## config.mk

```make
export PLATFORM = sky130hd
export DESIGN_NAME = bresenham_line_stepper_flat
export DESIGN_NICKNAME = d
export VERILOG_FILES = /design/src/design/bls_pkg.sv /design/src/design/bls_if.sv /design/src/design/bls_line_setup.sv /design/src/design/bresenham_line_stepper.sv /design/src/flat_wrapper.sv
export SDC_FILE = /design/constraint.sdc
export NUM_CORES = 1
export LEC_CHECK = 0
export BUFFER_PORTS_ARGS = -buffer_cell sky130_fd_sc_hd__clkbuf_2
export CAP_MARGIN = 20
export CORE_MARGIN = 5
export CORE_UTILIZATION = 62
export CTS_CLUSTER_DIAMETER = 80
export DETAILED_ROUTE_END_ITERATION = 10
export PLACE_DENSITY = 0.83
export REMOVE_ABC_BUFFERS = 1
export SLEW_MARGIN = 20
export SYNTH_ARGS = -nofsm -noshare
export SYNTH_HDL_FRONTEND = slang
export SYNTH_SLANG_ARGS = --single-unit
```

## constraint.sdc

```tcl
create_clock -name clk -period 9.3 [get_ports clk]
set_clock_uncertainty 0.05 [all_clocks]
set_input_delay 0.465 -clock clk [delete_from_list [all_inputs] [get_ports clk]]
set_output_delay 0.465 -clock clk [all_outputs]
set_load 0.05 [all_outputs]
```

## src/design/bls_pkg.sv

```systemverilog
`timescale 1ns / 1ps
// Shared widths, request codes and the line state record for the line stepper.
// Depends on nothing; every other design file refers to it by scoped names.
package bls_pkg;

    localparam int COORD_BITS = 12;
    localparam int STEP_BITS  = 5;
    localparam int MSTEP_BITS = STEP_BITS + 1;
    localparam int DEC_BITS   = COORD_BITS + 3;
    localparam int SUM_BITS   = ((COORD_BITS > STEP_BITS) ? COORD_BITS : STEP_BITS) + 1;

    typedef logic [COORD_BITS-1:0]        coord_t;
    typedef logic [STEP_BITS-1:0]         step_t;
    typedef logic signed [MSTEP_BITS-1:0] mstep_t;
    typedef logic signed [DEC_BITS-1:0]   dec_t;
    typedef logic [SUM_BITS-1:0]          sum_t;

    localparam logic REQ_START   = 1'b0;
    localparam logic REQ_ADVANCE = 1'b1;

    typedef struct packed {
        coord_t cur_x;
        coord_t cur_y;
        coord_t major_end;
        dec_t   decision;
        dec_t   incr_straight;
        dec_t   incr_diagonal;
        mstep_t minor_step;
        step_t  major_step;
        logic   x_is_major;
        logic   busy;
    } line_state_t;

endpackage

```

## src/design/bls_if.sv

```systemverilog
`timescale 1ns / 1ps
// Valid/ready channel interfaces for requests and emitted pixels.
// Depends on bls_pkg for the coordinate and step types.
interface bls_req_if;
    logic            valid;
    logic            ready;
    logic            req_type;
    bls_pkg::coord_t start_x;
    bls_pkg::coord_t start_y;
    bls_pkg::coord_t end_x;
    bls_pkg::coord_t end_y;
    bls_pkg::step_t  step_size;

    modport source (output valid, req_type, start_x, start_y, end_x, end_y, step_size,
                    input ready);
    modport sink (input valid, req_type, start_x, start_y, end_x, end_y, step_size,
                  output ready);
endinterface

interface bls_pix_if;
    logic            valid;
    logic            ready;
    bls_pkg::coord_t pixel_x;
    bls_pkg::coord_t pixel_y;
    logic            last_pixel;

    modport source (output valid, pixel_x, pixel_y, last_pixel, input ready);
    modport sink (input valid, pixel_x, pixel_y, last_pixel, output ready);
endinterface

```

## src/design/bls_line_setup.sv

```systemverilog
`timescale 1ns / 1ps
// Start-of-line setup: picks the major axis, orders the endpoints and derives
// the initial decision value and increments. Depends on bls_pkg.
module bls_line_setup (
    input  bls_pkg::coord_t      start_x,
    input  bls_pkg::coord_t      start_y,
    input  bls_pkg::coord_t      end_x,
    input  bls_pkg::coord_t      end_y,
    input  bls_pkg::step_t       step_size,
    output bls_pkg::line_state_t setup
);

    localparam int PAD_BITS = bls_pkg::DEC_BITS - bls_pkg::COORD_BITS;

    logic signed [bls_pkg::COORD_BITS:0] dx;
    logic signed [bls_pkg::COORD_BITS:0] dy;
    logic signed [bls_pkg::COORD_BITS:0] adx;
    logic signed [bls_pkg::COORD_BITS:0] ady;
    logic            x_major;
    bls_pkg::coord_t p0;
    bls_pkg::coord_t q0;
    bls_pkg::coord_t p1;
    bls_pkg::coord_t q1;
    bls_pkg::coord_t a0;
    bls_pkg::coord_t b0;
    bls_pkg::coord_t a1;
    bls_pkg::coord_t b1;
    bls_pkg::dec_t   d_major;
    bls_pkg::dec_t   d_minor_raw;
    bls_pkg::dec_t   d_minor;
    bls_pkg::mstep_t step_s;

    always_comb
    begin
        dx  = $signed({1'b0, end_x}) - $signed({1'b0, start_x});
        dy  = $signed({1'b0, end_y}) - $signed({1'b0, start_y});
        adx = (dx < 0) ? -dx : dx;
        ady = (dy < 0) ? -dy : dy;
        x_major = ady < adx;

        p0 = x_major ? start_x : start_y;
        q0 = x_major ? start_y : start_x;
        p1 = x_major ? end_x : end_y;
        q1 = x_major ? end_y : end_x;

        if (p0 > p1)
        begin
            a0 = p1;
            b0 = q1;
            a1 = p0;
            b1 = q0;
        end
        else
        begin
            a0 = p0;
            b0 = q0;
            a1 = p1;
            b1 = q1;
        end

        d_major     = $signed({{PAD_BITS{1'b0}}, a1}) - $signed({{PAD_BITS{1'b0}}, a0});
        d_minor_raw = $signed({{PAD_BITS{1'b0}}, b1}) - $signed({{PAD_BITS{1'b0}}, b0});
        d_minor     = (d_minor_raw < 0) ? -d_minor_raw : d_minor_raw;
        step_s      = $signed({1'b0, step_size});

        setup.minor_step    = (d_minor_raw < 0) ? -step_s : step_s;
        setup.major_step    = step_size;
        setup.incr_straight = d_minor <<< 1;
        setup.incr_diagonal = (d_minor - d_major) <<< 1;
        setup.decision      = (d_minor <<< 1) - d_major;
        setup.major_end     = a1;
        setup.cur_x         = x_major ? a0 : b0;
        setup.cur_y         = x_major ? b0 : a0;
        setup.x_is_major    = x_major;
        setup.busy          = a0 < a1;
    end

endmodule

```

## src/design/bresenham_line_stepper.sv

```systemverilog
`timescale 1ns / 1ps
// Bresenham line stepper top level: line state registers and the pixel output register.
// Depends on bls_pkg, bls_if and bls_line_setup.
// A pixel appears at the output in the cycle after its advance item is accepted.
// Throughput: one item per cycle while the pixel output is not stalled, set by the adds and compare on the line state.
// The output register accepts a new item while the previous pixel is taken in the same cycle.
// Reset (rst_n low, asynchronous) clears the line state to idle and empties the output.
module bresenham_line_stepper (
    input logic       clk,
    input logic       rst_n,
    bls_req_if.sink   req,
    bls_pix_if.source pix
);

    localparam int MAJ_PAD  = bls_pkg::SUM_BITS - bls_pkg::COORD_BITS;
    localparam int STEP_PAD = bls_pkg::SUM_BITS - bls_pkg::STEP_BITS;

    bls_pkg::line_state_t state_reg;
    bls_pkg::line_state_t state_next;
    bls_pkg::line_state_t setup;
    logic                 out_valid_reg;
    logic                 out_valid_next;
    bls_pkg::coord_t      out_x_reg;
    bls_pkg::coord_t      out_y_reg;
    logic                 out_last_reg;

    logic            accept;
    logic            emit;
    bls_pkg::coord_t major;
    bls_pkg::coord_t minor;
    bls_pkg::coord_t minor_new;
    bls_pkg::sum_t   next_major;
    logic            last;
    bls_pkg::coord_t new_x;
    bls_pkg::coord_t new_y;

    bls_line_setup u_setup (
        .start_x   (req.start_x),
        .start_y   (req.start_y),
        .end_x     (req.end_x),
        .end_y     (req.end_y),
        .step_size (req.step_size),
        .setup     (setup)
    );

    assign req.ready = !out_valid_reg || pix.ready;
    assign accept    = req.valid && req.ready;
    assign emit      = accept && (req.req_type == bls_pkg::REQ_ADVANCE) && state_reg.busy;

    always_comb
    begin
        major      = state_reg.x_is_major ? state_reg.cur_x : state_reg.cur_y;
        minor      = state_reg.x_is_major ? state_reg.cur_y : state_reg.cur_x;
        next_major = {{MAJ_PAD{1'b0}}, major} + {{STEP_PAD{1'b0}}, state_reg.major_step};
        last       = next_major >= {{MAJ_PAD{1'b0}}, state_reg.major_end};
        minor_new  = minor;

        state_next = state_reg;
        if (state_reg.decision > 0)
        begin
            state_next.decision = state_reg.decision + state_reg.incr_diagonal;
            minor_new = minor + bls_pkg::coord_t'(state_reg.minor_step);
        end
        else
        begin
            state_next.decision = state_reg.decision + state_reg.incr_straight;
        end

        new_x = state_reg.x_is_major ? next_major[bls_pkg::COORD_BITS-1:0] : minor_new;
        new_y = state_reg.x_is_major ? minor_new : next_major[bls_pkg::COORD_BITS-1:0];
        state_next.cur_x = new_x;
        state_next.cur_y = new_y;
        state_next.busy  = !last;

        out_valid_next = out_valid_reg;
        if (emit)
        begin
            out_valid_next = 1'b1;
        end
        else if (pix.ready)
        begin
            out_valid_next = 1'b0;
        end
    end

    always_ff @(posedge clk or negedge rst_n)
    begin
        if (!rst_n)
        begin
            state_reg     <= '0;
            out_valid_reg <= 1'b0;
        end
        else
        begin
            out_valid_reg <= out_valid_next;
            if (accept && (req.req_type == bls_pkg::REQ_START))
            begin
                state_reg <= setup;
            end
            else if (emit)
            begin
                state_reg <= state_next;
            end
        end
    end

    always_ff @(posedge clk)
    begin
        if (emit)
        begin
            out_x_reg    <= new_x;
            out_y_reg    <= new_y;
            out_last_reg <= last;
        end
    end

    assign pix.valid      = out_valid_reg;
    assign pix.pixel_x    = out_x_reg;
    assign pix.pixel_y    = out_y_reg;
    assign pix.last_pixel = out_last_reg;

endmodule
```

## src/flat_wrapper.sv

```systemverilog
// flat-port wrapper written by rule: the top's interface ports become plain ports
module bresenham_line_stepper_flat 
  (clk, rst_n, req_valid, req_req_type, req_start_x, req_start_y, req_end_x, req_end_y, req_step_size, req_ready, pix_valid, pix_pixel_x, pix_pixel_y, pix_last_pixel, pix_ready);
  bls_req_if req_i ();
  bls_pix_if pix_i ();
  input logic clk;
  input logic rst_n;
  input wire logic [$bits(req_i.valid)-1:0] req_valid;
  input wire logic [$bits(req_i.req_type)-1:0] req_req_type;
  input wire logic [$bits(req_i.start_x)-1:0] req_start_x;
  input wire logic [$bits(req_i.start_y)-1:0] req_start_y;
  input wire logic [$bits(req_i.end_x)-1:0] req_end_x;
  input wire logic [$bits(req_i.end_y)-1:0] req_end_y;
  input wire logic [$bits(req_i.step_size)-1:0] req_step_size;
  output wire logic [$bits(req_i.ready)-1:0] req_ready;
  output wire logic [$bits(pix_i.valid)-1:0] pix_valid;
  output wire logic [$bits(pix_i.pixel_x)-1:0] pix_pixel_x;
  output wire logic [$bits(pix_i.pixel_y)-1:0] pix_pixel_y;
  output wire logic [$bits(pix_i.last_pixel)-1:0] pix_last_pixel;
  input wire logic [$bits(pix_i.ready)-1:0] pix_ready;
  assign req_i.valid = req_valid;
  assign req_i.req_type = req_req_type;
  assign req_i.start_x = req_start_x;
  assign req_i.start_y = req_start_y;
  assign req_i.end_x = req_end_x;
  assign req_i.end_y = req_end_y;
  assign req_i.step_size = req_step_size;
  assign req_ready = req_i.ready;
  assign pix_valid = pix_i.valid;
  assign pix_pixel_x = pix_i.pixel_x;
  assign pix_pixel_y = pix_i.pixel_y;
  assign pix_last_pixel = pix_i.last_pixel;
  assign pix_i.ready = pix_ready;
  bresenham_line_stepper u_core (.clk(clk), .rst_n(rst_n), .req(req_i), .pix(pix_i));
endmodule
```

==> results of run 1 <==
[metrics by stage]
stage               hold WS [ns]  worst slack (ns)  TNS, ns
global placement          0.3797            -2.323   -46.26
floorplan                 0.1194            -5.630  -218.78
CTS                       0.2415           -0.7897   -9.648
detailed placement        0.3823            -2.891   -66.34
[logic make-up after synthesis]
kind of cell,synth area share (%)
adders and majority gates,13.78
xor gates and xnor gates,7.556
AOI/OAI and AO/OA,22.81
and+or+nand+nor,20.53
DFF,24.16
buffers and inverters,5.991
muxes,5.169
[timing repair]
action,CTS
resized for setup,202
hold buffers,1
hold endpoints to repair,25
setup endpoints to repair,43
pin swaps,94
buffers inserted,81
gates cloned,7
[synthesized netlist by cell type, types with 7 or more instances]
cell	n	area share (%)
and3_1	24	1.2
nand4_1	7	0.35
o21bai_1	9	0.53
nand2b_1	21	1.0
a211oi_1	23	1.4
ha_1	128	13
xor2_1	38	2.6
o31ai_1	7	0.42
xnor2_1	71	4.9
a21o_1	31	1.8
buf_1	9	0.27
a21oi_1	119	4.7
o21ai_0	152	6.0
fa_1	7	1.1
inv_1	112	3.3
and2_1	8	0.40
edfxtp_1	25	5.9
nor2b_1	27	1.3
nand2_1	291	8.6
nor2_1	127	3.8
mux2i_1	45	3.6
o211ai_1	7	0.42
dfrtp_1	92	18
clkbuf_1	57	1.7
a22oi_1	7	0.42
a31oi_1	30	1.5
nor3_1	24	0.95
o21a_1	12	0.71
a21boi_0	21	1.2
or3_1	21	1.0
nand3_1	13	0.51
mux2_2	18	1.6
[layer usage]
| layer | overflow | track usage (%) |
|---|---|---|
| met1 | 0 | 69.43 |
| met2 | 8 | 88.66 |
| met4 | 9 | 69.50 |
| met3 | 1 | 53.68 |
| met5 | 0 | 26.09 |
==> results.toml, run 1 <==
[run_status]
outcome = "did not finish"
stop_stage = "global routing"
firstError = "[ERROR GRT-0232] Routing congestion too high. Check the congestion heatmap in the GUI."

[global_routing]
grt_usage_pct = 70.33
grt_max_degree = 68
overflow = 18

[yosys]
synthFlopType = "dfrtp_1"
yosysUniqueCellTypes = 73
synthArstFlopShare_pct = 78.63
postSynthAreaPerCell_um2 = 7.597
yosys_warnings = 0
synth-seq-cells = 117
synth_area_um2 = 12630
netlist_instances = 1663
yosysSeqAreaShare_pct = 24.16
synth_edf_count = 25

[die]
io_pins = 85
num_rows = 52
die_width_um = 152.8
fp.dieH_um = 152.8
initial_core_util_pct = 62.64

[placed_design]
dp_hpwl_mm = 31.82
port_buffers = 84
dp.cells = 2294
post_dp_cell_area_um2 = 15740
routabilityCongestion = 0.9969

[clock_network]
cts-buffers-inserted = 17
htree_levels = 4
clockBufferDepth = 2
cts_sinks = 117
root_buffer = "clkbuf_16"

[timing]
worstEpCategory = "sequential cell input"
worst_endpoint = "u_core.state_next[26]$_DFFE_PN0P_/D"
==> run 2, diff against run 1 <==
- CORE_UTILIZATION: 62 -> 40
- CTS_CLUSTER_DIAMETER: 80 -> unset
- PLACE_DENSITY: 0.83 -> unset
- PLACE_DENSITY_LB_ADDON: unset -> 0.15
==> run 2 against run 1 <==
  * The flow now finishes, with violations (negative setup slack)
  * Area after synthesis unchanged
  * Synthesized cell count unchanged
==> results.toml, run 2 <==
[clock_network]
insertion_delay_ns = 0.42
cts_tree = "done"
clk_pin_slew_ns = 0.06
htree_levels = 4
cts_sinks = 117
clockBufferDepth = 2
root_buffer = "clkbuf_16"
cts-buffers-inserted = 17

[placed_design]
post_dp_cell_area_um2 = 16130
port_buffers = 84
routabilityCongestion = 0.9193
dp_hpwl_mm = 32.09

[die]
num_rows = 65
fp.dieH_um = 187.7
die_width_um = 187.7
io_pins = 85
initial_core_util_pct = 40.25
die_area_um2 = 35240
core_um2 = 31390

[flow_run]
maxCapViolCount = 0

[timing]
maxSlewHeadroom_pct = 45.45
tightestPinTransition_ns = 0.8182
finalCritPeriodShare_pct = 109.5
slew_viol_final = 0
hold_violations = 0
setup_violations = 16
rsz0062_at_grt = "yes"
worst_slack_ns = -0.8869
max_freq_mhz = 98.17
min_period_ns = 10.19

[detailed_routing]
via_count = 13450
first_pass_iters = 5
drt_iter0_drc = 834
antenna_left = 0
drc = 0
wl_per_cell_um = 16.65
viasPerCell = 5.270
wl_mm = 42.49

[yosys]
postSynthAreaPerCell_um2 = 7.597
yosysSeqAreaShare_pct = 24.16
ys_top_cells_by_count = "291 x nand2_1, 152 x o21ai_0, 128 x ha_1"
yosysMostFrequentCell = "nand2_1"
synth_top_area_cell = "dfrtp_1"
netlist_instances = 1663
synth_area_um2 = 12630
yosysUniqueCellTypes = 73
synthFlopType = "dfrtp_1"
yosysTopAreaCellShare_pct = 18.22
synth_edf_count = 25
synth-seq-cells = 117
synthArstFlopShare_pct = 78.63
synthTopCellsByArea = "dfrtp_1 18%, ha_1 13%, nand2_1 8.6%, o21ai_0 6.0%, edfxtp_1 5.9%"
yosys_warnings = 0

[cells_and_area]
drive_gt1_share_pct = 36.74
diodes = 0
postLayoutCoreUtil_pct = 58.85
largest_register_ffs = 51
final_nets = 2330
fin_area_um2 = 18470
final_cell_mix = "416 x buf_4, 285 x nand2_1, 117 x ha_1, 107 x nor2_1, 106 x inv_1"
area_growth_pct = 46.22
final_common_cell = "buf_4"

[global_routing]
grt_pass1_wl_mm = 68.28
grt_pass1_vias = 13360
overflow = 0
antenna_found_initial = 0
grt_usage_pct = 23.66
grt_max_degree = 83

[worst_setup_path]
crit_slowest_cell = "or4_4"
cp-start-kind = "input pin"
crit_type = "input pin to flip-flop"
worstSetupEndpointType = "flip-flop"
cp.required_ns = 9.59
crit_fanout = 16
crit_path_max_incr_delay_ns = 0.60
worstPathArrival_ns = 10.47

[run_status]
violations = "negative setup slack"
outcome = "finished with violations"

[worst_hold_path]
hold_path.class = "input pin to flip-flop"
==> run 2: worst max-delay path, delay by kind of cell <==
family | cells | cell delay, ns
and+or+nand+nor | 16 | 3.78
AOI/OAI and AO/OA | 23 | 3.58
adders and majority gates | 6 | 1.48
buffers and inverters | 8 | 0.92
muxes | 1 | 0.22
==> run 2: cells by family after synthesis <==
family,synth area share [%]
DFF,24.16
buffers and inverters,5.991
AOI/OAI and AO/OA,22.81
xor gates and xnor gates,7.556
adders and majority gates,13.78
muxes,5.169
and+or+nand+nor,20.53
==> run 2: through the flow <==
step	hold slack [ns]	cells	TNS [ns]	setup WS, ns
after global routing	0.2404	2552	-17.44	-1.309
after global placement	0.3992	2453	-67.98	-2.902
after CTS	0.2265	2559	-12.69	-0.9045
after floorplan	0.1194	1589	-218.78	-5.630
final	0.2439	2552	-9.048	-0.8869
after detailed placement	0.4059	2453	-77.77	-3.119
==> run 2: layout make-up <==
cell class              count  area, um2
well taps                 402      503.0
fillers                  2922      12920
repair buffers            525       3940
clock buffers              20      446.7
multi-input cells        1363       9990
inverters                 113      429.2
clock inverters            12      111.4
flip-flops and latches    117       3054
==> run 2: worst paths after layout <==
| kind | slack, ns | depth (start not counted) | startpoint | end |
|---|---|---|---|---|
| worst max-delay path | -0.89 | 54 | req_end_x[0] | u_core.state_next[26] |
| worst min-delay path | 0.24 | 3 | req_step_size[4] | u_core.state_next[6] |
| worst max register to register | 4.03 | 20 | u_core.state_reg[44] | u_core.state_reg[57] |
| worst min register to register | 0.42 | 2 | u_core.state_next[41] | u_core.state_next[41] |
| max in group asynchronous | 7.49 | 3 | rst_n | u_core.state_next[1] |
| min in group asynchronous | 0.52 | 2 | rst_n | u_core.state_reg[44] |
==> run 2: metal layers <==
metal	vias up	part of all wire (%)	global-route usage (%)
met1	6337	47	32.14
met2	289	47	39.48
met4	0	2.2	6.832
li1	6763	-	-
met3	60	4.0	3.239
met5	-	0	0
==> run 2: timing repair <==
item / CTS / global route
gates cloned: 5 / 0
buffers inserted: 69 / 31
pin swaps: 105 / 121
resized for setup: 160 / 179
hold buffers: 1 / 0
endpoints found under the setup margin: 43 / 31
hold endpoints to repair: 37 / 0
Power of run 2 is left out: the tool's default activity adds up to more than one toggle a clock period on the data nets, which glitch-free logic cannot reach.
